--- config.mk ---
export PLATFORM = sky130hd
export DESIGN_NAME = mie_front
export DESIGN_NICKNAME = d
export VERILOG_FILES = /design/src/hw/rtl/mips_integer_subset_execute_top_macros.svh /design/src/hw/rtl/mie_pkg.sv /design/src/hw/rtl/mie_front.sv
export SDC_FILE = /design/constraint.sdc
export NUM_CORES = 1
export LEC_CHECK = 0
export BUFFER_PORTS_ARGS = -buffer_cell sky130_fd_sc_hd__buf_2
export CORE_UTILIZATION = 37
export DETAILED_ROUTE_END_ITERATION = 12
export PLACE_DENSITY = 0.61
export SLEW_MARGIN = 5
export SYNTH_ARGS = -nofsm -noshare
export SYNTH_HDL_FRONTEND = slang
export SYNTH_SLANG_ARGS = --single-unit
export TNS_END_PERCENT = 10
--- constraint.sdc ---
create_clock -name clk -period 3.5 [get_ports clk]
set_input_delay 0.7 -clock clk [delete_from_list [all_inputs] [get_ports clk]]
set_output_delay 0.7 -clock clk [all_outputs]
set_load 0.03 [all_outputs]
--- src/hw/rtl/mips_integer_subset_execute_top_macros.svh ---
// Assertion macros for the execute block.
`ifndef MIPS_INTEGER_SUBSET_EXECUTE_TOP_MACROS_SVH
`define MIPS_INTEGER_SUBSET_EXECUTE_TOP_MACROS_SVH
// Check that a condition implies a consequence in the same cycle.
`define MIE_ASSERT_IMP(label, ante, cons) \
  label: assert property (@(posedge clk) disable iff (rst) (ante) |-> (cons)) \
    else $error("assertion failed");
// Check that a condition implies a consequence in the next cycle.
`define MIE_ASSERT_NEXT(label, ante, cons) \
  label: assert property (@(posedge clk) disable iff (rst) (ante) |=> (cons)) \
    else $error("assertion failed");
`endif

--- src/hw/rtl/mie_pkg.sv ---
// Package with opcodes, constants and shared types of the execute block.
package mie_pkg;
  localparam int unsigned DataWordsDefault = 1024;
  localparam logic [31:0] StartPcReset  = 32'h0040_0000;
  localparam logic [31:0] DataBaseReset = 32'h1000_0000;

  localparam logic [0:0] CfgStartPc  = 1'b0;
  localparam logic [0:0] CfgDataBase = 1'b1;

  localparam logic [5:0] OpSpecial = 6'h00;
  localparam logic [5:0] OpJ       = 6'h02;
  localparam logic [5:0] OpJal     = 6'h03;
  localparam logic [5:0] OpBeq     = 6'h04;
  localparam logic [5:0] OpBne     = 6'h05;
  localparam logic [5:0] OpAddiu   = 6'h09;
  localparam logic [5:0] OpSltiu   = 6'h0b;
  localparam logic [5:0] OpAndi    = 6'h0c;
  localparam logic [5:0] OpOri     = 6'h0d;
  localparam logic [5:0] OpLui     = 6'h0f;
  localparam logic [5:0] OpLb      = 6'h20;
  localparam logic [5:0] OpLw      = 6'h23;
  localparam logic [5:0] OpSb      = 6'h28;
  localparam logic [5:0] OpSw      = 6'h2b;

  localparam logic [5:0] FnSll  = 6'h00;
  localparam logic [5:0] FnSrl  = 6'h02;
  localparam logic [5:0] FnJr   = 6'h08;
  localparam logic [5:0] FnAddu = 6'h21;
  localparam logic [5:0] FnSubu = 6'h23;
  localparam logic [5:0] FnAnd  = 6'h24;
  localparam logic [5:0] FnOr   = 6'h25;
  localparam logic [5:0] FnNor  = 6'h27;
  localparam logic [5:0] FnSltu = 6'h2b;

  typedef enum logic [3:0] {
    OP_ADD, OP_SUB, OP_AND, OP_OR, OP_NOR, OP_SLTU, OP_SLL, OP_SRL,
    OP_LUI, OP_JR, OP_BEQ, OP_BNE, OP_J, OP_JAL, OP_ILLEGAL
  } op_t;

  // Back end sequencing: memory clear, execute, memory access.
  typedef enum logic [1:0] {S_CLEAR, S_EXEC, S_MEM} state_t;

  // Decoded instruction handed from the front to the back.
  typedef struct packed {
    op_t         op;
    logic [4:0]  rs;
    logic [4:0]  rt;
    logic [4:0]  wdst;
    logic        wen;
    logic        use_imm;
    logic [31:0] imm;
    logic [4:0]  sh;
    logic [25:0] target;
    logic        load;
    logic        load_byte;
    logic        store;
    logic        store_byte;
  } dec_t;

  typedef struct packed {
    logic [31:0] next_pc;
    logic        reg_write_enable;
    logic [4:0]  reg_write_index;
    logic [31:0] reg_write_value;
    logic        mem_write_enable;
    logic        mem_byte_write;
    logic [31:0] mem_address;
    logic [31:0] mem_write_data;
    logic        illegal_instruction;
  } res_t;
endpackage

--- src/hw/rtl/mie_front.sv ---
// Front end: decode instructions into a two-entry queue.
module mie_front (
  input  logic           clk,
  input  logic           rst,
  input  logic           push,
  output logic           full,
  input  logic [31:0]    instruction,
  output logic           dq_valid,
  output mie_pkg::dec_t  dq_data,
  input  logic           dq_take
);
  import mie_pkg::*;

  dec_t d;
  dec_t q [2];
  logic rd_ptr, wr_ptr;
  logic [1:0] count;
  logic [5:0] opc, fn;
  logic [31:0] sx;

  assign opc = instruction[31:26];
  assign fn  = instruction[5:0];
  assign sx  = {{16{instruction[15]}}, instruction[15:0]};

  always_comb begin
    d = '0;
    d.rs = instruction[25:21];
    d.rt = instruction[20:16];
    d.sh = instruction[10:6];
    d.target = instruction[25:0];
    d.imm = sx;
    d.wdst = instruction[20:16];
    d.op = OP_ILLEGAL;
    case (opc)
      OpSpecial: begin
        d.wdst = instruction[15:11];
        d.wen = 1'b1;
        case (fn)
          FnAddu: d.op = OP_ADD;
          FnSubu: d.op = OP_SUB;
          FnAnd:  d.op = OP_AND;
          FnOr:   d.op = OP_OR;
          FnNor:  d.op = OP_NOR;
          FnSltu: d.op = OP_SLTU;
          FnSll:  d.op = OP_SLL;
          FnSrl:  d.op = OP_SRL;
          FnJr: begin
            d.op = OP_JR;
            d.wen = 1'b0;
          end
          default: d.wen = 1'b0;
        endcase
      end
      OpAddiu: begin d.op = OP_ADD; d.wen = 1'b1; d.use_imm = 1'b1; end
      OpAndi: begin
        d.op = OP_AND; d.wen = 1'b1; d.use_imm = 1'b1;
        d.imm = {16'h0, instruction[15:0]};
      end
      OpOri: begin
        d.op = OP_OR; d.wen = 1'b1; d.use_imm = 1'b1;
        d.imm = {16'h0, instruction[15:0]};
      end
      OpSltiu: begin d.op = OP_SLTU; d.wen = 1'b1; d.use_imm = 1'b1; end
      OpLui: begin d.op = OP_LUI; d.wen = 1'b1; end
      OpBeq: d.op = OP_BEQ;
      OpBne: d.op = OP_BNE;
      OpJ:   d.op = OP_J;
      OpJal: begin d.op = OP_JAL; d.wen = 1'b1; d.wdst = 5'd31; end
      OpLw:  begin d.op = OP_ADD; d.load = 1'b1; d.wen = 1'b1; end
      OpLb:  begin d.op = OP_ADD; d.load = 1'b1; d.load_byte = 1'b1; d.wen = 1'b1; end
      OpSw:  begin d.op = OP_ADD; d.store = 1'b1; end
      OpSb:  begin d.op = OP_ADD; d.store = 1'b1; d.store_byte = 1'b1; end
      default: d.op = OP_ILLEGAL;
    endcase
    if (d.wdst == 5'd0) d.wen = 1'b0;
  end

  logic do_push;
  assign full = count[1];
  assign do_push = push && !full;
  assign dq_valid = count != 2'd0;
  assign dq_data = q[rd_ptr];

  always_ff @(posedge clk) begin
    if (do_push) q[wr_ptr] <= d;
    if (rst) begin
      rd_ptr <= 1'b0;
      wr_ptr <= 1'b0;
      count <= 2'd0;
    end else begin
      if (do_push) wr_ptr <= ~wr_ptr;
      if (dq_take) rd_ptr <= ~rd_ptr;
      count <= count + {1'b0, do_push} - {1'b0, dq_take};
    end
  end
endmodule

[After elaboration in Yosys (flattened, before gate mapping)]
Memory sizes are Yosys's and may differ from the RTL's. A register that Yosys moved wholly into a read port is not among the register bits.
Index checks and enable logic that the tools add are counted.
Word-level totals
  register bits: 4
  bits in latches: 0
  bits in writable memories: 176
  ROM bits: 0
  input bits: 36
  output and inout port bits: 90
  word-level logic and storage cells: 58
  memories kept: 1
Cells by class
  add/subtract/negate cells: 2
  multiply operators: 0
  divide/modulo/power cells: 0
  $lt $le $gt $ge: 0
  eq/ne operators: 21
  shifts and indexed selects: 0
  multiplexer cells: 16
  bitwise gates (word level): 2
  reductions and logical operators: 13
Memory list
  q: depth 2, bits a word 88, read ports 1, clocked after memory_dff 1, wr ports 1, RTL line mie_front.sv:15  | dec_t q [2];
Operator list (number)
  equality test 6 bit (second input constant): 10
  one-hot mux 4 bit (10 select lines): 1
  equality test 6 x 4 -> 1 bit (second input constant): 6
  one-hot mux 4 bit (9 select lines): 1
  two-way mux 32 bit: 1
  equality test 6 x 2 -> 1 bit (second input constant): 3
  OR reduction 8 bit: 2
  equality test 6 x 3 -> 1 bit (second input constant): 2
  logical NOT 6 bit: 2
  two-way mux 1 bit: 11
  one-hot mux 5 bit (2 select lines): 1
  OR reduction 2 bit: 3
  logical NOT 5 bit: 1
  OR reduction 5 bit: 1
  OR reduction 4 bit: 1
  adder 2 x 1 -> 2 bit: 1
  NOT 1 bit: 2
  one-hot mux 1 bit (2 select lines): 1
  nonzero test 2 bit: 1
  subtractor 2 x 1 -> 2 bit: 1
  logical AND 1 bit: 1
  logical NOT 1 bit: 1

[Depth between registers and ports, before layout]
Gate-level depths: netlist (run 1).
  word-level depth: 5
  gate-level depth with buffers: 7
  gate-level depth less buffers: 7

[Worst setup path after synthesis (run 1)]
No wires, ideal clock.
  path kind: input to register
  start point: input port push
  end point: memory q[0][0] (netlist name), enable pin
  setup time: 0.441 ns
  arrival time: 2.589 ns
  path slack: 0.469 ns
  stages: 2
  path buffers: 0
  path through: nand2b_1 -> nor2_1
On the way
  word-level cells in the longest chain between the ends: 3
Ends and longest elaborated chain
  start: declaration: RTL line mie_front.sv:5  | input logic push,
  logical AND 1 bit: RTL line mie_front.sv:80  | assign do_push = push && !full;
  two-way mux 1 bit: RTL line mie_front.sv:85  | if (do_push) q[wr_ptr] <= d;
  two-way mux 1 bit (not written as such): RTL line mie_front.sv:85
  end: declaration: RTL line mie_front.sv:15
No other way between the ends.

==> metrics.yaml, run 1 <==
finalInstanceArea_sq_um: 4956
rr_endpoint: "q[0][45]"
fin_nets: 417
antenna_found_initial: 0
drt-pass1-iter-count: 4
fp.dieW_um: 108.5
vias: 2541
cts_setup_buffers: 0
internal_power_mw: 2.283
crit_type: "register to output port"
synth_warnings: 0
place.gp.congestion: 0.7826
powerDensity_nw_per_um2: 714.4
clockPowerShare: 0.272
clock_latency_ns: 0.34
ys_async_sr_fraction: 0
grt.total_usage: 0.1375
dp.cells: 508
via_per_inst: 4.849
cts_buffers: 9
synth_area_sq_um: 4197
wl_per_cell_um: 15.08
ant_nets: 0
ir_worst_vdd_mv: 0.5124
grt_pass1_vias: 2371
tritoncts: "built"
drcViolationCount: 0
arrival_ns: 1.99
ys_ff_latch: 89
synth_edf_count: 84
synthCells: 299
finalPower_mw: 3.540
drv_cap: 0
start_util: 0.3838
cts_max_path_buffers: 2
synth_cell_types: 48
fmax_ghz: 0.3721
pre_cts_ws_ns: 1.104
syn_nets: 337
port_buffers: 125
die_h_um: 108.5
postLayoutCoreUtil: 0.4532
drv_slew: 0
fin_setup_tns_ns: 0
cts.repair.resized: 0
finalCritPeriodShare: 0.7678
cts.clk_slew.worst_paths_ns: 0.06
grt_max_degree: 28
start_kind: "register"
rrSetupSlack_ns: 1.71
ys.flop_type: "edfxtp_1"
combPwrFrac: 0.321
layout.cells.most_common_list: "125 x buf_2, 84 x edfxtp_1, 42 x mux2_2"
core_sq_um: 10940
crit_required_ns: 2.80
layout.cells.non_filler: 524
period_needed_ns: 2.687
postCtsHoldBufs: 0
hold_viol_final: 0
maxSlewHeadroom: 0.5281
synth_seq_area_share: 0.6249
clockRootBuffer: "clkbuf_16"
grt_overflow: 0
p_switching_mw: 1.258
hpwl_mm: 5.485
seqPwrFrac: 0.407
swShare: 0.3552
drt_iter0_markers: 110
reg2reg_from: "count[1]"
ios: 126
diodes: 0
grt_pass1_wl_mm: 11.81
design.die.area_sq_um: 11770
cp-endpoint: "dq_data[78]"
final.setup.worst_slack_ns: 0.8128
finalClockSkew_ns: 0.004367
hold_class: "register to register"
grt_setup_unrepaired: "false"
status: "finished, final reports clean"
htreeDepth: 3
layout-drive-gt1-share: 0.5130
cp_max_fo: 27
final_common_cell: "buf_2"
worstSetupEndpointType: "output port"
areaGrowthSynthToFinish_pct: 18.10
syn_area_per_cell_sq_um: 14.04
placed_area_sq_um: 4654
cts.sinks: 89
wl_mm: 7.904
worstMarginPinSlew_ns: 0.7062
rr_worst_depth: 3
setup_viol: 0
rows: 38
p_leak_nw: 1.909
worst_hold_slack_ns: 0.5259
[power groups by stage]
stage	clock network (mW)	registers [mW]	logic, mW
detailed placement	0	1.47	1.15
finish	0.964	1.44	1.14
floorplan	0	1.46	0.959
CTS	1.00	1.44	1.15
global route	1.03	1.46	1.22
global placement	0	1.46	1.15
[layer usage]
| metal | GRT usage | part of all wire | vias up |
|---|---|---|---|
| met5 | 0 | 0 | - |
| met1 | 0.1712 | 0.43 | 1221 |
| li1 | - | - | 1220 |
| met4 | 0.05212 | 0.012 | 0 |
| met2 | 0.2193 | 0.49 | 90 |
| met3 | 0.04762 | 0.069 | 10 |
[cell type report]
cell class                      instances  area, sq um
Clock buffer                            9        225.2
Clock inverter                          7        76.32
Fill cell                            1005         5979
Inverter                               12        45.04
Multi-Input combinational cell        138         1130
Sequential cell                        89         2624
Tap cell                              140        175.2
Timing Repair Buffer                  129        680.7
[registers in the layout (all words and copies together) (netlist names), named ones only]
register and cells:
count 2, rd_ptr 1, q 84, wr_ptr 1
[worst max-delay path: stages (launching register included)]
cell	delay (ns)
dfxtp_2	0.78
buf_4	0.32
mux2_2	0.36
buf_2	0.18
[cell families (layout without fill, tap and decap cells)]
logic type / count (synthesis) / after routing / synth area share
buffers and inverters: 72 / 157 / 0.1094
flip-flops: 89 / 89 / 0.6249
AND/OR/NAND/NOR: 46 / 46 / 0.05784
AO/OA/AOI/OAI: 38 / 38 / 0.06768
XOR/XNOR: 8 / 8 / 0.01670
multiplexers: 42 / 42 / 0.1127
adder cells (fa/ha/maj): 4 / 4 / 0.01073
[worst min-delay path by stage]
stage / startpoint / to / slack, ns / cells past startpoint
final: rd_ptr / register / 0.53 / 2
after global routing: instruction[25] / q[1][83] / 0.54 / 1
after CTS: instruction[9] / q[1][44] / 0.53 / 1
after detailed placement: rd_ptr / rd_ptr / 0.51 / 2
after global placement: rd_ptr / register / 0.50 / 2
after floorplan: rd_ptr / register / 0.48 / 2
[cells in the mapped netlist (all sizes together), types with 2 or more instances]
| library cell | instances | area, sq um |
|---|---|---|
| xor2 | 3 | 26.28 |
| xnor2 | 5 | 43.79 |
| o22a | 4 | 36.29 |
| edfxtp | 84 | 2522 |
| nor2b | 3 | 18.77 |
| a21boi | 2 | 15.01 |
| nand2 | 7 | 26.28 |
| o21ai | 5 | 28.77 |
| or2 | 3 | 21.27 |
| nor4 | 2 | 12.51 |
| a22o | 2 | 17.52 |
| mux2 | 42 | 473.0 |
| a21oi | 10 | 50.05 |
| buf | 49 | 372.8 |
| nor2 | 11 | 41.29 |
| maj3 | 2 | 20.02 |
| or4 | 2 | 18.77 |
| ha | 2 | 25.02 |
| dfxtp | 5 | 100.1 |
| inv | 12 | 45.04 |
| clkbuf | 11 | 41.29 |
| nand3 | 2 | 10.01 |
| o211ai | 2 | 15.01 |
| nand2b | 4 | 25.02 |
| nor3 | 9 | 45.04 |
Note: power is estimated with default switching activity, not from simulation.
==> inputs of run 2 (changes only) <==
ABC_AREA = 1   (was default)
clock period = 2.55 ns   (was 3.5 ns; I/O delays follow)
==> run 2 against run 1 <==
Net effect: sequential power grew 25%; largest cell class unchanged; register-to-register slack lost 0.76 ns; sequential cell count is the same; first-iteration DRC count shrank 6.4%.
==> metrics.yaml, run 2 <==
ys.flop_type: "edfxtp_1"  # unchanged
synth_seq_area_share: 0.6192  # was 0.6249
swShare: 0.2955  # was 0.3552
top_register: "q"  # unchanged
drv_slew: 0  # unchanged
synth_top_area_frac: 0.5956  # was 0.6011
drt-pass1-iter-count: 4  # unchanged
via_per_inst: 4.705  # was 4.849
syn_nets: 380  # was 337
fmax_ghz: 0.4317
place.gp.congestion: 0.8333  # was 0.7826
core_sq_um: 10980  # was 10940 sq um
yosys-top-cells-count: "84 x edfxtp_1, 46 x buf_4, 44 x nand2_1"  # was 84 x edfxtp_1, 46 x buf_4, 42 x mux2_2
final.setup.worst_slack_ns: 0.2334  # was 0.8128 ns
postCtsHoldBufs: 0  # unchanged
rr_endpoint: "count[1]"  # was q[0][45]
finalCritPeriodShare: 0.9085
yosysMostFrequentCell: "edfxtp_1"  # unchanged
finalPower_mw: 4.426  # was 3.540 mW
cts.clk_slew.worst_paths_ns: 0.06  # about the same
n_fill_cell: 999  # was 1005
critical_path.slowest_cell: "dfxtp_2"  # unchanged
grt_overflow: 0  # unchanged
synth_area_leaders: "edfxtp_1 60%, mux2_2 11%, buf_4 8.2%"  # unchanged
wl_per_cell_um: 14.36  # was 15.08 um
pre_cts_ws_ns: 0.5761  # was 1.104 ns
drt_iter0_markers: 103  # was 110
internal_power_mw: 3.118  # was 2.283 mW
ios: 126  # unchanged
design.die.area_sq_um: 11880  # was 11770 sq um
hpwl_mm: 5.985  # was 5.485 mm
worstSetupEndpointType: "output port"  # unchanged
tritoncts: "built"  # unchanged
worstMarginPinSlew_ns: 0.4910  # was 0.7062 ns
reg_top3: "q: 84 flops, count: 2 flops"  # unchanged
min_to: "q[1][83]"
synthCells: 342  # was 299
cts.repair.resized: 0  # unchanged
ant_nets: 0  # unchanged
period_needed_ns: 2.317
grt_setup_unrepaired: "false"  # unchanged
clockRootBuffer: "clkbuf_16"  # unchanged
grt.total_usage: 0.1508  # was 0.1375
layout.cells.most_common_list: "125 x buf_2, 84 x edfxtp_1, 44 x nand2_1"  # was 125 x buf_2, 84 x edfxtp_1, 42 x mux2_2
cts_buffers: 9  # unchanged
cts_max_path_buffers: 2  # unchanged
grt_max_degree: 28  # unchanged
slowest_delay_ns: 0.64  # was 0.78 ns
htreeDepth: 3  # unchanged
cp_max_fo: 19  # was 27
antenna_found_initial: 1  # was 0
final_common_cell: "buf_2"  # unchanged
ir_worst_vdd_mv: 0.3730  # was 0.5124 mV
hold_viol_final: 0  # unchanged
finalClockSkew_ns: 0.007066  # was 0.004367 ns
cts.sinks: 89  # unchanged
clockPowerShare: 0.363  # was 0.272
status: "finished, final reports clean"  # unchanged
ys_ff_latch: 89  # unchanged
rr_worst_depth: 8  # was 3
hold_start: "instruction[25]"  # was rd_ptr
start_kind: "register"  # unchanged
clock_latency_ns: 0.34  # about the same
areaGrowthSynthToFinish_pct: 20.80  # was 18.10%
multi_input_area_sq_um: 1135  # was 1130 sq um
rows: 38  # unchanged
largest_register_ffs: 84  # unchanged
critPathTopFamily: "flip-flops"  # unchanged
setup_viol: 0  # unchanged
diodes: 0  # unchanged
die_h_um: 109.0  # was 108.5 um
grt_pass1_vias: 2679  # was 2371
reg2reg_from: "count[1]"  # unchanged
layout-drive-gt1-share: 0.4852  # was 0.5130
wl_mm: 8.312  # was 7.904 mm
synth_edf_count: 84  # unchanged
crit_required_ns: 2.04  # was 2.80 ns
synth_warnings: 0  # unchanged
combPwrFrac: 0.231  # was 0.321
synth_area_sq_um: 4235  # was 4197 sq um
fin_nets: 472  # was 417
p_leak_nw: 2.192  # was 1.909 nW
port_buffers: 125  # unchanged
drv_cap: 0  # unchanged
rrSetupSlack_ns: 0.95  # was 1.71 ns
hold_class: "input port to register"  # was register to register
maxSlewHeadroom: 0.6726  # was 0.5281
powerDensity_nw_per_um2: 865.1  # was 714.4 nW/um^2
crit_cells: 3  # unchanged
cts_setup_buffers: 0  # unchanged
whs_path_depth: 1  # was 2
vias: 2724  # was 2541
start_util: 0.3856  # was 0.3838
grt_pass1_wl_mm: 13.12  # was 11.81 mm
fin_setup_tns_ns: 0  # unchanged
worst_hold_slack_ns: 0.3589  # was 0.5259 ns
synth_area_leader_cell: "edfxtp_1"  # unchanged
cp_cell_sequence: "buf_4 > mux2_2 > buf_2"  # unchanged
regArea_sq_um: 2624  # unchanged
crit_type: "register to output port"  # unchanged
synth_cell_types: 27  # was 48
drcViolationCount: 0  # unchanged
seqPwrFrac: 0.406  # was 0.407
syn_area_per_cell_sq_um: 12.38  # was 14.04 sq um
path_buf_inv: 2  # unchanged
arrival_ns: 1.81  # was 1.99 ns
p_switching_mw: 1.308  # was 1.258 mW
fp.dieW_um: 109.0  # was 108.5 um
ys_async_sr_fraction: 0  # unchanged
## run 2: cell count changes in the layout (fill, tap and decap cells not counted), sizes merged, moves of 5 or more
| cell | delta |
|---|---|
| nand2 | +44 |
| nor3 | -6 |
| a21oi | -5 |
| inv | +18 |
| nor2 | +22 |
| nand3 | +20 |
## run 2: power by group through the flow
stage	Clock, mW	Combinational [mW]	Sequential (mW)
3_5_place_dp	0	1.04	1.83
6_report	1.60	1.02	1.80
4_1_cts	1.64	1.04	1.80
2_1_floorplan	0	0.859	1.82
5_1_grt	1.70	1.11	1.81
3_3_place_gp	0	1.03	1.83
## run 2: layout make-up
cell class                      count  share of cell area
Sequential cell                    89              0.5128
Inverter                           33             0.02421
Multi-Input combinational cell    169              0.2218
Tap cell                          140             0.03424
Timing Repair Buffer              132              0.1350
Clock inverter                      7             0.02788
Clock buffer                        9             0.04402
## run 2: worst max path at each step
stage,startpoint,end
after floorplan,count[1],q[0][0]
after global placement,register,dq_data[5]
after detailed placement,register,dq_data[36]
after CTS,register,dq_data[36]
after global routing,register,dq_data[79]
final,register,dq_data[41]
## run 2: cells by family after synthesis
family	after synthesis	share of synthesized area
AO/OA/AOI/OAI	7	0.008861
AND/OR/NAND/NOR	116	0.1338
multiplexers	42	0.1117
XOR/XNOR	2	0.004137
flip-flops	89	0.6192
buffers and inverters	84	0.1164
adder cells (fa/ha/maj)	2	0.005907
## run 2: metal layers
layer	part of all wire	global-route usage	wire length, um	vias up
met5	0	0	0	-
met1	0.43	0.1842	3589	1291
met4	0.021	0.07143	178	0
met2	0.48	0.2399	3975	105
met3	0.068	0.04961	569	16
li1	-	-	-	1312
## run 2: per-stage QoR
| step | area [sq um] | util | std cells |
|---|---|---|---|
| detailed placement | 4748 | 0.4323 | 563 |
| finish | 5116 | 0.4658 | 579 |
| CTS | 5116 | 0.4658 | 579 |
| floorplan | 4238 | - | 342 |
| global route | 5116 | 0.4658 | 579 |
| global placement | 4748 | 0.4323 | 563 |
## run 2: worst reg2reg max path, delay by kind of cell (launching register included)
| kind | cells | cell delay, ns |
|---|---|---|
| xor gates and xnor gates | 1 | 0.18 |
| adders and majority gates | 2 | 0.49 |
| DFF | 1 | 0.32 |
| buffers and inverters | 2 | 0.14 |
| and+or+nand+nor | 3 | 0.39 |
==> inputs of run 3 (changes only) <==
CELL_PAD_IN_SITES_DETAIL_PLACEMENT = 2   (was default)
CELL_PAD_IN_SITES_GLOBAL_PLACEMENT = 2   (was default)
CORE_UTILIZATION = 36   (was 37)
PLACE_DENSITY = 0.86   (was 0.61)
clock period = 2.7 ns   (was 2.55 ns; I/O delays follow)
==> run 3 against run 2 <==
Net effect: sequential power shrank 6%; via count grew 4.3%; final area shrank 1.4%; largest cell class unchanged; global-route usage grew 4.0 points.
==> metrics.yaml, run 3 (synthesized netlist as in run 2, its figures left out) <==
final_common_cell: "buf_2"  # unchanged
areaGrowthSynthToFinish_pct: 19.05  # was 20.80%
ir_worst_vdd_mv: 0.4395  # was 0.3730 mV
antenna_found_initial: 0  # was 1
cts.repair.resized: 0  # unchanged
cts_buffers: 9  # unchanged
ios: 126  # unchanged
die_h_um: 110.5  # was 109.0 um
diodes: 0  # unchanged
vias: 2840  # was 2724
reg_top3: "q: 84 flops, count: 2 flops"  # unchanged
pre_cts_ws_ns: 0.7947  # was 0.5761 ns
core_sq_um: 11420  # was 10980 sq um
fp.dieW_um: 110.5  # was 109.0 um
fin_nets: 471  # was 472
layout-drive-gt1-share: 0.4795  # was 0.4852
arrival_ns: 1.63  # was 1.81 ns
via_per_inst: 4.888  # was 4.705
drt_iter0_markers: 96  # was 103
crit_type: "register to output port"  # unchanged
powerDensity_nw_per_um2: 798.8  # was 865.1 nW/um^2
hold_class: "input port to register"  # unchanged
status: "finished, final reports clean"  # unchanged
cp_cell_sequence: "buf_4 > mux2_2 > buf_2"  # unchanged
clockRootBuffer: "clkbuf_16"  # unchanged
cp_max_fo: 21  # was 19
design.die.area_sq_um: 12200  # was 11880 sq um
wl_per_cell_um: 19.46  # was 14.36 um
rrSetupSlack_ns: 0.89  # was 0.95 ns
hpwl_mm: 7.977  # was 5.985 mm
grt.total_usage: 0.1904  # was 0.1508
top_register: "q"  # unchanged
crit_required_ns: 2.16  # was 2.04 ns
grt_setup_unrepaired: "false"  # unchanged
start_kind: "register"  # unchanged
largest_register_ffs: 84  # unchanged
drt-pass1-iter-count: 4  # unchanged
period_needed_ns: 2.172
critical_path.slowest_cell: "mux2_2"  # was dfxtp_2
postCtsHoldBufs: 0  # unchanged
worstMarginPinSlew_ns: 0.4513  # was 0.4910 ns
hold_viol_final: 0  # unchanged
setup_viol: 0  # unchanged
cts_max_path_buffers: 2  # unchanged
clock_latency_ns: 0.34  # about the same
drv_slew: 0  # unchanged
cts_setup_buffers: 0  # unchanged
finalClockSkew_ns: 0.006872  # was 0.007066 ns
tritoncts: "built"  # unchanged
ant_nets: 0  # unchanged
rows: 39  # was 38
fin_setup_tns_ns: 0  # unchanged
drv_cap: 0  # unchanged
cts.clk_slew.worst_paths_ns: 0.07  # was 0.06 ns
grt_pass1_wl_mm: 17.58  # was 13.12 mm
port_buffers: 125  # unchanged
p_leak_nw: 2.166  # was 2.192 nW
grt_overflow: 0  # unchanged
grt_max_degree: 28  # unchanged
final.setup.worst_slack_ns: 0.5280  # was 0.2334 ns
postLayoutCoreUtil: 0.4416  # was 0.4658
cts.sinks: 89  # unchanged
maxSlewHeadroom: 0.6968  # was 0.6726
start_util: 0.3709  # was 0.3856
slowest_delay_ns: 0.47  # was 0.64 ns
drcViolationCount: 0  # unchanged
worstSetupEndpointType: "output port"  # unchanged
layout.cells.most_common_list: "125 x buf_2, 84 x edfxtp_1, 44 x nand2_1"  # unchanged
finalCritPeriodShare: 0.8044
wl_mm: 11.30  # was 8.312 mm
htreeDepth: 3  # unchanged
fmax_ghz: 0.4604
grt_pass1_vias: 3118  # was 2679
place.gp.congestion: 0.7606  # was 0.8333
## run 3: changes by cell type in the layout (fill, tap and decap cells not counted)
cell / delta
clkinv_1: +2
buf_12: -1
clkinv_2: +2
clkinvlp_4: -2
bufinv_16: -2
## run 3: path summary, 6_finish.rpt
path	start	to	cells past startpoint
setup / recovery	register	dq_data[60]	3
setup reg to reg	count[1]	count[1]	8
hold reg to reg	rd_ptr	register	2
hold / removal	instruction[6]	q[0][41]	1
## run 3: cell type report
cell class / instances / area (sq um)
Fill cell: 1188 / 6376
Clock buffer: 9 / 225.2
Clock inverter: 7 / 85.08
Inverter: 33 / 123.9
Timing Repair Buffer: 131 / 670.6
Multi-Input combinational cell: 169 / 1135
Tap cell: 143 / 178.9
Sequential cell: 89 / 2624
## run 3: routing by layer
metal / GRT usage / up-vias / wire [um]
li1: - / 1313 / -
met1: 0.2090 / 1430 / 4362
met2: 0.3689 / 84 / 6403
met3: 0.03293 / 13 / 395
met4: 0.05689 / 0 / 142
met5: 0 / - / 0
## run 3: worst max-delay path: cells and delay by family (launching register included)
family                 cells  cell delay [ns]
muxes                      1             0.47
DFF                        1             0.32
buffers and inverters      2             0.49
## run 3: where the power goes
part | leakage, nW | internal, mW | switching [mW]
combinational | 1.20 | 0.285 | 0.729
sequential | 0.819 | 1.66 | 0.0378
clock | 0.150 | 0.801 | 0.516
## run 3: stage by stage
stage	hold slack [ns]	cell area, sq um	total power, mW	cells
after floorplan	0.4799	4238	2.531	342
after global placement	0.4957	4732	2.695	565
after detailed placement	0.5105	4732	2.742	565
after CTS	0.3784	5042	4.084	581
after global routing	0.3942	5042	4.165	581
final	0.3936	5042	4.028	581
